### src/rtl/fpr_pkg.sv
package fpr_pkg;

  // Kept significand precision, implicit bit included
  localparam int unsigned KEPT_PRECISION = 11;
  localparam int unsigned FULL_PREC      = 24;
  localparam int unsigned DROP_BITS      = FULL_PREC - KEPT_PRECISION;

  localparam logic [FULL_PREC-1:0] DROP_MASK = FULL_PREC'((1 << DROP_BITS) - 1);
  localparam logic [FULL_PREC-1:0] HALF_ULP  = FULL_PREC'(1) << (DROP_BITS - 1);

  localparam logic [7:0] EXP_ALL_ONES = 8'hFF;

  // LCG constants
  localparam logic [31:0] LCG_MUL   = 32'd1103515245;
  localparam logic [31:0] LCG_ADD   = 32'd12345;
  localparam logic [31:0] RNG_RESET = 32'd12345;
  // Generator value that the first stochastic word will use
  localparam logic [31:0] RNG_FIRST =
    32'(64'(RNG_RESET) * 64'(LCG_MUL) + 64'(LCG_ADD));

  // Round mode codes
  localparam logic MODE_STOCHASTIC = 1'b0;
  localparam logic MODE_NEAREST    = 1'b1;

  typedef struct packed {
    logic special;   // NaN, infinity or zero: passed through
    logic use_rnd;   // random addend consumed, generator must step
  } fpr_flags_t;

endpackage

### src/rtl/fpr_lcg.sv
module fpr_lcg import fpr_pkg::*; (
  input  logic        clk,
  input  logic        rst,
  input  logic        step,
  output logic [31:0] rnd
);

  // Holds the value the next consumer uses (reset to one step past the seed)
  logic [31:0] ahead;
  logic [31:0] ahead_next;

  assign ahead_next = ahead * LCG_MUL + LCG_ADD;
  assign rnd        = ahead;

  always_ff @(posedge clk) begin
    if (rst) begin
      ahead <= RNG_FIRST;
    end else if (step) begin
      ahead <= ahead_next;
    end
  end

endmodule

### src/rtl/fpr_round.sv
module fpr_round import fpr_pkg::*; (
  input  logic                 mode,
  input  logic [31:0]          value,
  input  logic [DROP_BITS-1:0] rnd_low,
  output logic [31:0]          result,
  output fpr_flags_t           flags
);

  logic                 sgn;
  logic [7:0]           ex;
  logic                 sub;
  logic [FULL_PREC-1:0] sig;
  logic [FULL_PREC-1:0] addend;
  logic [FULL_PREC:0]   sum;
  logic [FULL_PREC-1:0] sh;
  logic [8:0]           ex_inc;
  logic [7:0]           ex_out;
  logic                 ovf;
  logic [FULL_PREC-1:0] kept;

  assign sgn = value[31];
  assign ex  = value[30:23];
  assign sub = (ex == 8'd0);
  assign sig = {~sub, value[22:0]};

  assign flags.special = (ex == EXP_ALL_ONES) || (value[30:0] == 31'd0);
  assign flags.use_rnd = !flags.special && (mode == MODE_STOCHASTIC);

  assign addend = (mode == MODE_NEAREST) ? HALF_ULP : FULL_PREC'(rnd_low);
  assign sum    = {1'b0, sig} + {1'b0, addend};

  // Carry out of the significand: renormalize by one
  assign ex_inc = {1'b0, ex} + 9'd1;
  assign sh     = sum[FULL_PREC] ? sum[FULL_PREC:1] : sum[FULL_PREC-1:0];
  assign ex_out = sum[FULL_PREC] ? ex_inc[7:0] : ex;
  assign ovf    = sum[FULL_PREC] && (ex_inc[8] || (ex_inc[7:0] == EXP_ALL_ONES));

  assign kept = sh & ~DROP_MASK;

  always_comb begin
    if (flags.special) begin
      result = value;
    end else if (ovf) begin
      result = {sgn, EXP_ALL_ONES, 23'd0};
    end else if (sub) begin
      // Carry into bit 23 lands in the exponent LSB: smallest normal
      result = {sgn, ex_out, 23'd0} | {8'd0, kept};
    end else begin
      result = {sgn, ex_out, kept[22:0]};
    end
  end

endmodule

### src/rtl/fp32_to_fp16_precision_rounder.sv
// Binary32 precision rounder: each 32-bit word on value_bits is a binary32
// pattern whose significand is rounded to 11 bits (binary16 precision) while
// the binary32 format and full exponent range are kept. NaN, infinity and
// signed zero pass through untouched. round_mode 0 (reset) selects stochastic
// rounding: the low 13 bits of a 32-bit LCG (seed 12345, x*1103515245+12345)
// are added before truncation, and the generator steps once per finite
// nonzero word only. round_mode 1 adds half an ulp (ties away from zero).
// A word is taken every cycle while in_stall is low; it passes the input
// register (stage 1), then the result register, and shows on rounded_bits.
// The sustained rate of one word per cycle holds while out_stall does not
// hold the result word; the generator is one 32x32 constant multiply feeding
// its own register. Write round_mode only while the block is idle.
module fp32_to_fp16_precision_rounder import fpr_pkg::*; (
  input  logic        clk,
  input  logic        rst,
  // configuration write
  input  logic        cfg_valid,
  output logic        cfg_ready,
  input  logic        round_mode,
  // input words
  input  logic        in_valid,
  output logic        in_stall,
  input  logic [31:0] value_bits,
  // result words
  output logic        out_valid,
  input  logic        out_stall,
  output logic [31:0] rounded_bits
);

  logic        mode;
  logic        s1_valid;
  logic [31:0] s1_value;
  logic        adv;        // result register free to load this cycle
  logic        s1_move;    // stage 1 word moves into the result register
  logic        lcg_step;
  logic [31:0] rnd_word;
  logic [31:0] result;
  fpr_flags_t  flags;

  // Config register is always writable
  assign cfg_ready = 1'b1;

  always_ff @(posedge clk) begin
    if (rst) begin
      mode <= MODE_STOCHASTIC;
    end else if (cfg_valid && cfg_ready) begin
      mode <= round_mode;
    end
  end

  // Pipeline control: stage 1 stalls only when the result word is held
  assign adv      = !out_valid || !out_stall;
  assign in_stall = s1_valid && !adv;
  assign s1_move  = s1_valid && adv;
  assign lcg_step = s1_move && flags.use_rnd;

  always_ff @(posedge clk) begin
    if (rst) begin
      s1_valid <= 1'b0;
    end else if (!s1_valid || adv) begin
      s1_valid <= in_valid;
    end
  end

  always_ff @(posedge clk) begin
    if (in_valid && !in_stall) begin
      s1_value <= value_bits;
    end
  end

  fpr_lcg u_lcg (
    .clk  (clk),
    .rst  (rst),
    .step (lcg_step),
    .rnd  (rnd_word)
  );

  fpr_round u_round (
    .mode    (mode),
    .value   (s1_value),
    .rnd_low (rnd_word[DROP_BITS-1:0]),
    .result  (result),
    .flags   (flags)
  );

  // Result register
  always_ff @(posedge clk) begin
    if (rst) begin
      out_valid <= 1'b0;
    end else if (adv) begin
      out_valid <= s1_valid;
    end
  end

  always_ff @(posedge clk) begin
    if (s1_move) begin
      rounded_bits <= result;
    end
  end

`ifndef SYNTHESIS
  // Generator holds unless a stochastic finite word leaves stage 1
  a_lcg_hold: assert property (@(posedge clk) disable iff (rst)
    !lcg_step |=> $stable(rnd_word))
    else $error("generator changed without a consuming word");

  // Nearest mode never consumes random bits
  a_nearest_no_step: assert property (@(posedge clk) disable iff (rst)
    (mode == MODE_NEAREST) |-> !lcg_step)
    else $error("generator stepped in nearest mode");

  // Special values come out unchanged
  a_special_pass: assert property (@(posedge clk) disable iff (rst)
    (s1_move && flags.special) |=> (rounded_bits == $past(s1_value)))
    else $error("special value altered");

  // Input side stalls only behind a full stage 1
  a_stall_cause: assert property (@(posedge clk) disable iff (rst)
    in_stall |-> (s1_valid && out_valid && out_stall))
    else $error("input stalled without a held word");
`endif

endmodule
### config.mk
export PLATFORM = sky130hd
export DESIGN_NAME = fp32_to_fp16_precision_rounder
export DESIGN_NICKNAME = d
export VERILOG_FILES = /design/src/rtl/fpr_pkg.sv /design/src/rtl/fpr_lcg.sv /design/src/rtl/fpr_round.sv /design/src/rtl/fp32_to_fp16_precision_rounder.sv
export SDC_FILE = /design/constraint.sdc
export NUM_CORES = 1
export LEC_CHECK = 0
export ABC_AREA = 0
export BUFFER_PORTS_ARGS = -buffer_cell sky130_fd_sc_hd__buf_4
export CELL_PAD_IN_SITES_DETAIL_PLACEMENT = 1
export CELL_PAD_IN_SITES_GLOBAL_PLACEMENT = 1
export CORE_MARGIN = 1.5
export CORE_UTILIZATION = 37
export DETAILED_ROUTE_END_ITERATION = 10
export GPL_TIMING_DRIVEN = 0
export PLACE_DENSITY_LB_ADDON = 0.2
export SETUP_SLACK_MARGIN = 0.1
export SLEW_MARGIN = 20
export SYNTH_ARGS = -nofsm -noshare
export SYNTH_HDL_FRONTEND = slang
export SYNTH_HIERARCHICAL = 1
export SYNTH_SLANG_ARGS = --single-unit
### constraint.sdc
create_clock -name clk -period 7.65 [get_ports clk]
set_clock_uncertainty 0.15 [all_clocks]
set_input_delay 0.3825 -clock clk [delete_from_list [all_inputs] [get_ports clk]]
set_output_delay 0.3825 -clock clk [all_outputs]
set_load 0.02 [all_outputs]
## After elaboration in Yosys (flattened, before gate mapping)

Index checks and enable logic that the tools add are counted.

- Register bits: 99
- Bits in latches: 0
- Memory bits (writable): 0
- Memory bits (read-only): 0
- Input bits: 38
- Output and inout port bits: 35
- Word-level logic and storage cells: 39
- Memories: 0

- Add/subtract/negate cells: 3
- Multipliers: 1
- Div/mod/pow operators: 0
- Magnitude comparators: 0
- Eq/ne operators: 2
- Shift operators: 0
- Multiplexer cells: 6
- Bitwise operators: 3
- Reductions and logical operators: 18

Operators by type and width:

| cell | number |
|---|---|
| 32-bit two-way mux | 3 |
| 32-bit by 14-bit adder with 32-bit output, second input constant | 1 |
| 32-bit by 31-bit multiplier with 32-bit output, second input constant | 1 |
| 32-bit by 24-bit bitwise OR with 32-bit output | 1 |
| 31-bit zero test | 1 |
| 24-bit by 24-bit adder with 25-bit output | 1 |
| 24-bit two-way mux | 1 |
| 8-bit == test, second input constant | 2 |
| 13-bit two-way mux | 1 |
| 8-bit by 1-bit adder with 9-bit output, second input constant | 1 |
| 8-bit zero test | 1 |
| 8-bit two-way mux | 1 |
| 1-bit logical AND | 6 |
| 1-bit zero test | 6 |
| 1-bit logical OR | 4 |
| 1-bit inverter | 2 |

## Logic depth before layout (Yosys ltp)

Gate-level depths: netlist (run 1).

- Word-level depth: 8
- Gate-level depth with buffers: 21

## Cells and area by module

The synthesis (run 1) kept the hierarchy.

Modules (own cells, without submodules):

| module | instances | cells an instance | area an instance (sq um) | seq. area each (sq um) |
|---|---|---|---|---|
| fpr_lcg | 1 | 1122 | 10400.0 | 640.6 |
| fp32_to_fp16_precision_rounder | 1 | 80 | 2054.5 | 1981.9 |
| fpr_round | 1 | 148 | 1061.0 | 0.0 |

## Worst setup path after synthesis (run 1)

Ideal clock, no wire load.

- Path type: reg2reg
- Start point: register u_lcg.ahead[7] (netlist: u_lcg/rnd[7])
- End point: register u_lcg.ahead[31] (netlist: u_lcg/rnd[31])
- Setup time: 0.093 ns
- Data arrival time: 6.368 ns
- Data required time: 7.407 ns
- Path slack: 1.039 ns
- Cell stages (with the launch flop): 26
- Path buffers: 0
- Clock period less this slack: 6.611 ns
- Cell sequence: dfxtp_1 > ha_1 > xor2_1 > ha_1 > a21oi_1 > fa_1 > fa_1 > inv_1 > fa_1 > inv_1 > fa_1 > inv_1 > fa_1 > inv_1 > fa_1 > inv_1 > ha_1 > and4_4 > and2_4 > nand3_1 > or3_1 > nand2_1 > o221ai_2 > a211oi_2 > nor3_1 > o311ai_2

- Cells in the longest elaborated chain, start to end: 2

RTL lines:

| element | RTL line | RTL |
|---|---|---|
| start: declaration | fpr_lcg.sv:9 | `logic [31:0] ahead;` |
| start signal: assignment | fpr_lcg.sv:19 | `ahead <= ahead_next;` |
| 32-bit by 31-bit multiplier with 32-bit output | fpr_lcg.sv:12 | `assign ahead_next = ahead * LCG_MUL + LCG_ADD;` |
| 32-bit by 14-bit adder with 32-bit output | fpr_lcg.sv:12 |  |

No other way between the ends.
A chain may end at the register's enable or synchronous reset.

## Worst setup path in the final report (run 1)

- Start point: register u_lcg.ahead[7] (netlist: u_lcg/rnd[7])
- End point: register u_lcg.ahead[12] (netlist: u_lcg/rnd[12])

The elaborated chain is that of the path after synthesis.

==> summary by stage, run 1 <==
Run status
The flow ran to the end, and the final reports show no timing, DRC or antenna violations.

GRT
The first global-routing pass estimated 20.9 mm of wire. After global routing the overflow that remains totals 0. The initial antenna violation count is 0.

The global routing usage summed across all routing layers is 17.0%. The via count of the first global-routing pass is 4075. Entering global routing, the biggest net connects 25 pins.

Setup path
For the worst flop-to-flop path, the logic depth is 19. Across all register-to-register paths, the minimum setup slack is 2410 ps. The worst setup path is launched from a flop. For the worst setup path, the data required time is 7750 ps.

Of all nets on the critical path, the largest fanout is 7. At the worst endpoint, the arrival time is 5340 ps. The startpoint of the lowest-slack register-to-register path is u_lcg/rnd[7].

In this run the critical register-to-register path is captured at u_lcg/rnd[12]. The critical path is of the flop to flop type. The critical path capture point type is a flop.

Clocking
Buffers inserted to repair hold after CTS numbered 0. Once the clock tree was built, the resizer swapped 0 gates to a different size. Clock latency on the worst-skew pair, taken at its later pin, is between 300 and 400 ps.

The clock-pin slew on the worst setup and hold paths is 60 ps. The TritonCTS sink count is 80. After clock tree synthesis, the setup repair step added 0 buffers. The buffer cell driving the clock tree root is sky130_fd_sc_hd__clkbuf_16. The TritonCTS buffer count is 9. The maximum root-to-sink buffer count is 2. The number of levels in the clock H-tree is 3. The TritonCTS clock tree is done.

Yosys
Yosys printed 6 warnings. Averaged over all synthesized cells, the footprint is 11.1 um^2. The post-synth net total is 644. The number of instances in the synthesized netlist is 498. The combined area of all synthesized cells is 5540 um^2.

Layout
Compared with the post-synthesis result, the final layout area differs by 21.4%. The top cell types in the final layout, fill and taps aside, are 87 x sky130_fd_sc_hd__inv_1, 86 x sky130_fd_sc_hd__ha_1, 73 x sky130_fd_sc_hd__buf_4. Measured on the finished design, the core utilization comes to 46.1%. Of the cells placed in the final design, the portion with a size suffix greater than 1 is 18.9%. The number of antenna repair diodes is 0. The final layout contains ~730 nets. The library cell used most frequently in the layout, excluding fill and tap cells, is sky130_fd_sc_hd__inv_1.

Place
The half-perimeter wire length of the detailed placement result is 10.1 mm. The pre-CTS setup slack is 2460 ps. During placement, the flow inserted port buffers numbering about 70. The placer congestion estimate is around 0.77.

STA
The number of endpoints with negative hold slack in the final report is 0. The worst path meets setup with 2410 ps of slack. The final period demand of the worst path is 5240 ps. The worst-case headroom to the max-slew limit is 61.0%. The total of endpoints with negative setup slack in the final report is 0. Based on the critical path, the design can be clocked at up to 191 MHz. Setup repair after global routing left no endpoint under its margin. The setup TNS is 0 ps. After layout, the worst path uses 68.5% of the clock period. The final count of pins violating max slew came to 0. For the pin with the worst max-slew slack, the measured transition is 584 ps.

Power and ir drop
The total power density per cell area is 534 nW/um^2. The static leakage power is around 3 nW. Overall power consumption after layout is estimated at 3.59 mW. The largest vdd supply drop is 515 uV.

Detailed routing
The number of DRC violations after detailed-routing iteration 0 is 193. After detailed routing, the average wire length per cell comes to 16.2 um. The routed via count divided by cell count is 4.89. The remaining antenna violation count after routing is 0. The total iterations of the first detailed-routing run is 4. The total wire length is 12.5 mm.

Across all layers, the routed design uses 3773 vias. For this run, design rule violations remaining after detail routing come to 0.

Run
The tool flagged a number of max-cap violations equal to 0.

Floorplanning
In this run the standard cell core region covers 14600 um^2. The initial core utilization is 38.0%. The number of top-level design ports is between 70 and 80.

The overall die area is around 16000 um^2. In this run the core area contains 44 standard-cell rows. The floorplan step set the die width to approximately 130 um. In this run the vertical extent of the chip is roughly 130 um.

Worst hold path
The startpoint of the lowest-slack hold path is value_bits[25]. The worst hold path belongs to the class input port to flop. The end point of the most critical hold path is s1_value[25]. The cell count of the worst hold path is 1.
-- registers in the layout, indices dropped and copies added (netlist names) --
signal        count
rounded_bits     32
out_valid         1
s1_valid          1
s1_value         32
u_lcg/rnd        13
mode              1
-- critical path: stages, from the launching register on --
cell	delay (ps)
sky130_fd_sc_hd__dfxtp_1	490
sky130_fd_sc_hd__ha_1	310
sky130_fd_sc_hd__xor2_1	150
sky130_fd_sc_hd__ha_1	170
sky130_fd_sc_hd__a21o_1	160
sky130_fd_sc_hd__ha_1	270
sky130_fd_sc_hd__inv_1	50
sky130_fd_sc_hd__fa_1	530
sky130_fd_sc_hd__inv_1	50
sky130_fd_sc_hd__ha_1	270
sky130_fd_sc_hd__ha_1	290
sky130_fd_sc_hd__fa_1	490
sky130_fd_sc_hd__inv_1	50
sky130_fd_sc_hd__fa_1	490
sky130_fd_sc_hd__inv_1	50
sky130_fd_sc_hd__ha_1	360
sky130_fd_sc_hd__a21oi_1	210
sky130_fd_sc_hd__o211ai_1	160
sky130_fd_sc_hd__o21a_2	240
sky130_fd_sc_hd__o31ai_1	200
-- layout make-up --
| class | count | area, um^2 |
|---|---|---|
| tap | 184 | 230 |
| clock inverter | 5 | 129 |
| sequential | 80 | 2240 |
| timing repair buffer | 73 | 581 |
| clock buffer | 11 | 233 |
| multi-input combinational | 314 | 2880 |
| buffer | 16 | 96.3 |
| inverter | 88 | 330 |
| fill | 1580 | 7860 |
-- power by group --
group          internal [mW]  switching (mW)  leakage (nW)
sequential             0.507          0.0373         0.736
clock                  0.353           0.169         0.174
combinational           1.03            1.49          2.17
-- per-stage QoR --
step                cells  hold slack [ps]  area, um^2
global placement      753              311        6300
floorplan             498              302        5540
finish                771             67.7        6730
global route          771             52.0        6730
detailed placement    755              350        6360
CTS                   771             54.1        6730
-- worst max path at each step --
stage | startpoint | to | slack, ps | cells after the start
final | u_lcg/rnd[7] | u_lcg/rnd[12] | 2410 | 19
after global routing | u_lcg/rnd[8] | u_lcg/rnd[12] | 2170 | 19
after detailed placement | u_lcg/rnd[7] | u_lcg/rnd[12] | 2460 | 19
after global placement | u_lcg/rnd[7] | u_lcg/rnd[12] | 2530 | 19
after floorplan | u_lcg/rnd[7] | u_lcg/rnd[12] | 2890 | 19
after CTS | u_lcg/rnd[7] | u_lcg/rnd[12] | 2410 | 19
-- routing by layer --
| layer | part of all wire [%] | track usage [%] |
|---|---|---|
| met1 | 47 | 22.5 |
| met2 | 49 | 28.5 |
| met3 | 3.6 | 3.34 |
| met4 | 1.2 | 4.61 |
| met5 | 0 | 0 |
Note: power is estimated with default switching activity, not from simulation.
==> run 2: changes to the inputs <==
==> constraint.sdc (replaced) <==
create_clock -name clk -period 5.3 [get_ports clk]
set_clock_uncertainty 0.15 [all_clocks]
set_input_delay 0.265 -clock clk [delete_from_list [all_inputs] [get_ports clk]]
set_output_delay 0.265 -clock clk [all_outputs]
set_load 0.02 [all_outputs]
==> run 2 against run 1 <==
Via count is 3.8% higher. Clock power is 44% higher. Utilization is 2.5 points higher. Design area is 5.4% higher. Power is 47% higher. Global-route usage is 0.44 points higher. Worst hold slack worse by 35 ps. First-iteration DRC count is 2.1% lower. Flip-flop and latch count stayed put. Largest power group unchanged.
==> summary by stage, run 2 (synthesis results as in run 1) <==
Place
The post-detailed-placement cell area is 6360 um^2 (unchanged). The half-perimeter wire length of the detailed placement result is 10.1 mm (unchanged). The count of input and output buffers is 71 (unchanged). The placer congestion estimate is 0.773 (unchanged). The number of placed cells counting well taps came to 755 (unchanged).

STA
The post-route fraction of the period consumed by the critical path is 93.4% (+25 points). The slew at the pin with the worst max-slew slack is 589 ps (+5.88 ps). The worst-case headroom to the max-slew limit is 60.3% (-0.66 points). The final period demand of the worst path is 4950 ps (-288 ps). The achievable clock frequency is 202 MHz (+5.8%). The total of endpoints with negative setup slack in the final report was 0 (unchanged). The hold slack was 32.2 ps (-35.5 ps). Setup repair after global routing left no endpoint under its margin. The number of endpoints with negative hold slack in the final report came to 0 (unchanged).

The final count of pins violating max slew is 0 (unchanged). The setup TNS came to 0 ps (unchanged).

Clocking
TritonCTS built the clock tree. The TritonCTS buffer count is 9 (unchanged). The buffer cell driving the clock tree root is sky130_fd_sc_hd__clkbuf_16. The TritonCTS sink count is 80 (unchanged). The maximum root-to-sink buffer count is 2 (unchanged). The number of levels in the clock H-tree is 3 (unchanged). The post-CTS setup buffer count is 0 (unchanged).

The clock-pin slew on the worst setup and hold paths came to 60 ps (about the same). The worst-skew pair later-pin latency is 340 ps (about the same).

Floorplanning
The width of the die is 125 um (unchanged). The initial core utilization is 38.0% (unchanged). The number of placement rows came to 44 (unchanged). The die height is 125 um (unchanged). The overall die area was 15700 um^2 (unchanged). The placeable core region was 14600 um^2 (unchanged). The number of top-level design ports is 73 (unchanged).

Detailed routing
The total iterations of the first detailed-routing run is 4 (unchanged). The detailed-route wire length per cell came to 16.1 um (-0.93%). The number of remaining DRC errors came to 0 (unchanged). The remaining antenna violation count after routing is 0 (unchanged). The total number of vias is 3917 (+3.8%). The total wire length is 12.9 mm (+3.3%).

The routed via count divided by cell count is 4.87 (-0.44%). The number of DRC violations after detailed-routing iteration 0 was 189 (-2.1%).

Setup path
The startpoint kind of the worst setup timing path is a flop. The data arrival time at the worst-slack endpoint is 5050 ps (-290 ps). The critical path capture point type is a flop.

The critical path goes through ha_1, xor2_1, ha_1, nand2b_1, ha_1, inv_1, fa_1, inv_1, ha_1, ha_1, inv_1, fa_1, fa_1, inv_1, ha_1, nand3_1, o211ai_1, o21a_2, o31ai_1. The maximum fanout along the worst path was 6 (-1). The slack of the worst reg-to-reg path was 350 ps (-2060 ps). The critical path data required time is 5400 ps (-2350 ps). The delay of the slowest critical-path stage is 550 ps (+20 ps).

The startpoint of the lowest-slack register-to-register path is u_lcg/rnd[5]. The slowest stage of the critical path is the sky130_fd_sc_hd__fa_1 cell. The number of cells traversed by the worst register-to-register path is 19 (unchanged). The path type of the worst setup path is flop to flop.

The endpoint of the worst register-to-register path is u_lcg/rnd[12]. In this design, the critical path's most frequently occurring cell is sky130_fd_sc_hd__ha_1.

Layout
The post-synthesis to final-layout area growth is 28.0%. The library cells used most frequently in the layout, excluding fill and tap cells, are 87 x sky130_fd_sc_hd__inv_1, 84 x sky130_fd_sc_hd__ha_1, 73 x sky130_fd_sc_hd__buf_4. The fill cell instance count of the final layout came to 1561 (-1.2%).

The count of non-filler cells in the finished layout is 804 (+4.3%). The summed area of non-filler cells in the final layout is 7090 um^2 (+5.4%). The library cell used most frequently in the layout, excluding fill and tap cells, is sky130_fd_sc_hd__inv_1.

The share of final-layout standard cells stronger than drive strength 1 is 19.7% (+0.77 points). The final net count is 761 (+4.5%). The number of antenna repair diodes is 0 (unchanged).

Power and ir drop
The total power density per cell area is 744 nW/um^2 (+39%). The static leakage power is 3.22 nW (+4.4%). The largest vdd supply drop is 709 uV (+38%).

GRT
The maximum number of pins on one net before global-route repair is 25 (unchanged). The remaining global-route overflow is 0 (unchanged). The via count of the first global-routing pass is 4264 (+4.6%). The first-pass GRT wire length is 21.5 mm (+2.8%). The global routing usage summed across all routing layers is 17.4% (+0.44 points).

The initial antenna violation count is 0 (unchanged).

Run status
The flow ran to the end, and the final reports show no timing, DRC or antenna violations.

Worst hold path
The end point of the most critical hold path is mode. The cell count of the worst hold path is 3 (+2). The startpoint identified for the worst hold timing path is round_mode. The worst hold path belongs to the class input port to flop.

Run
The max-capacitance violation count is 0 (unchanged).
[run 2: changes by cell type in the layout (fill, tap and decap cells not counted), sizes merged]
cell	change
dlygate4sd3	+33
[run 2: layout make-up]
class	count	area [um^2]	share of cell area, %
flip-flops and latches	80	2250	31.8
inverters	88	330	4.66
plain buffers	16	96.3	1.36
clock inverters	5	129	1.82
multi-input cells	314	2910	41.0
repair buffers	106	911	12.8
clock buffers	11	233	3.28
well taps	184	230	3.25
[run 2: per-layer routing]
metal  routed length (um)  global-route usage (%)  share of wire [%]
met1                 6090                    22.6                 47
met2                 6300                    29.7                 49
met3                  348                    3.12                2.7
met4                  181                    5.21                1.4
met5                    0                       0                  0
[run 2: how the worst max path moves through the flow]
stage | startpoint | endpoint | depth (start not counted)
after floorplan | u_lcg/rnd[7] | u_lcg/rnd[12] | 19
after global placement | u_lcg/rnd[7] | u_lcg/rnd[12] | 19
after detailed placement | u_lcg/rnd[7] | u_lcg/rnd[12] | 19
after CTS | u_lcg/rnd[9] | u_lcg/rnd[12] | 18
after global routing | u_lcg/rnd[5] | u_lcg/rnd[12] | 19
final | u_lcg/rnd[5] | u_lcg/rnd[12] | 19
[run 2: per-stage QoR]
step | power, mW | utilization (%) | setup slack, ps
floorplan | 3.49 | - | 536
global placement | 4.38 | 43.2 | 182
global route | 5.90 | 48.6 | 119
CTS | 5.31 | 48.4 | 131
detailed placement | 4.49 | 43.6 | 110
finish | 5.27 | 48.6 | 351
[run 2: timing repair]
item | 4_1_cts | 5_1_grt
resized for setup | 3 | 9
hold buffers | 33 | 0
pin swaps | 0 | 1
hold endpoints to repair | 35 | 0
setup endpoints to repair | 1 | 4
[run 2: power breakdown]
group          internal, mW  switching (mW)
clock                 0.509           0.243
sequential            0.735          0.0549
combinational          1.54            2.19
total                  2.79            2.48
[run 2: worst max-delay path, delay by kind of cell (launching register included)]
kind,cells,cell delay [ps]
buffers and inverters,4,210
XOR/XNOR,1,180
AND/OR/NAND/NOR,2,260
adder cells (fa/ha/maj),9,3130
AO/OA/AOI/OAI,3,560
flip-flops,1,360
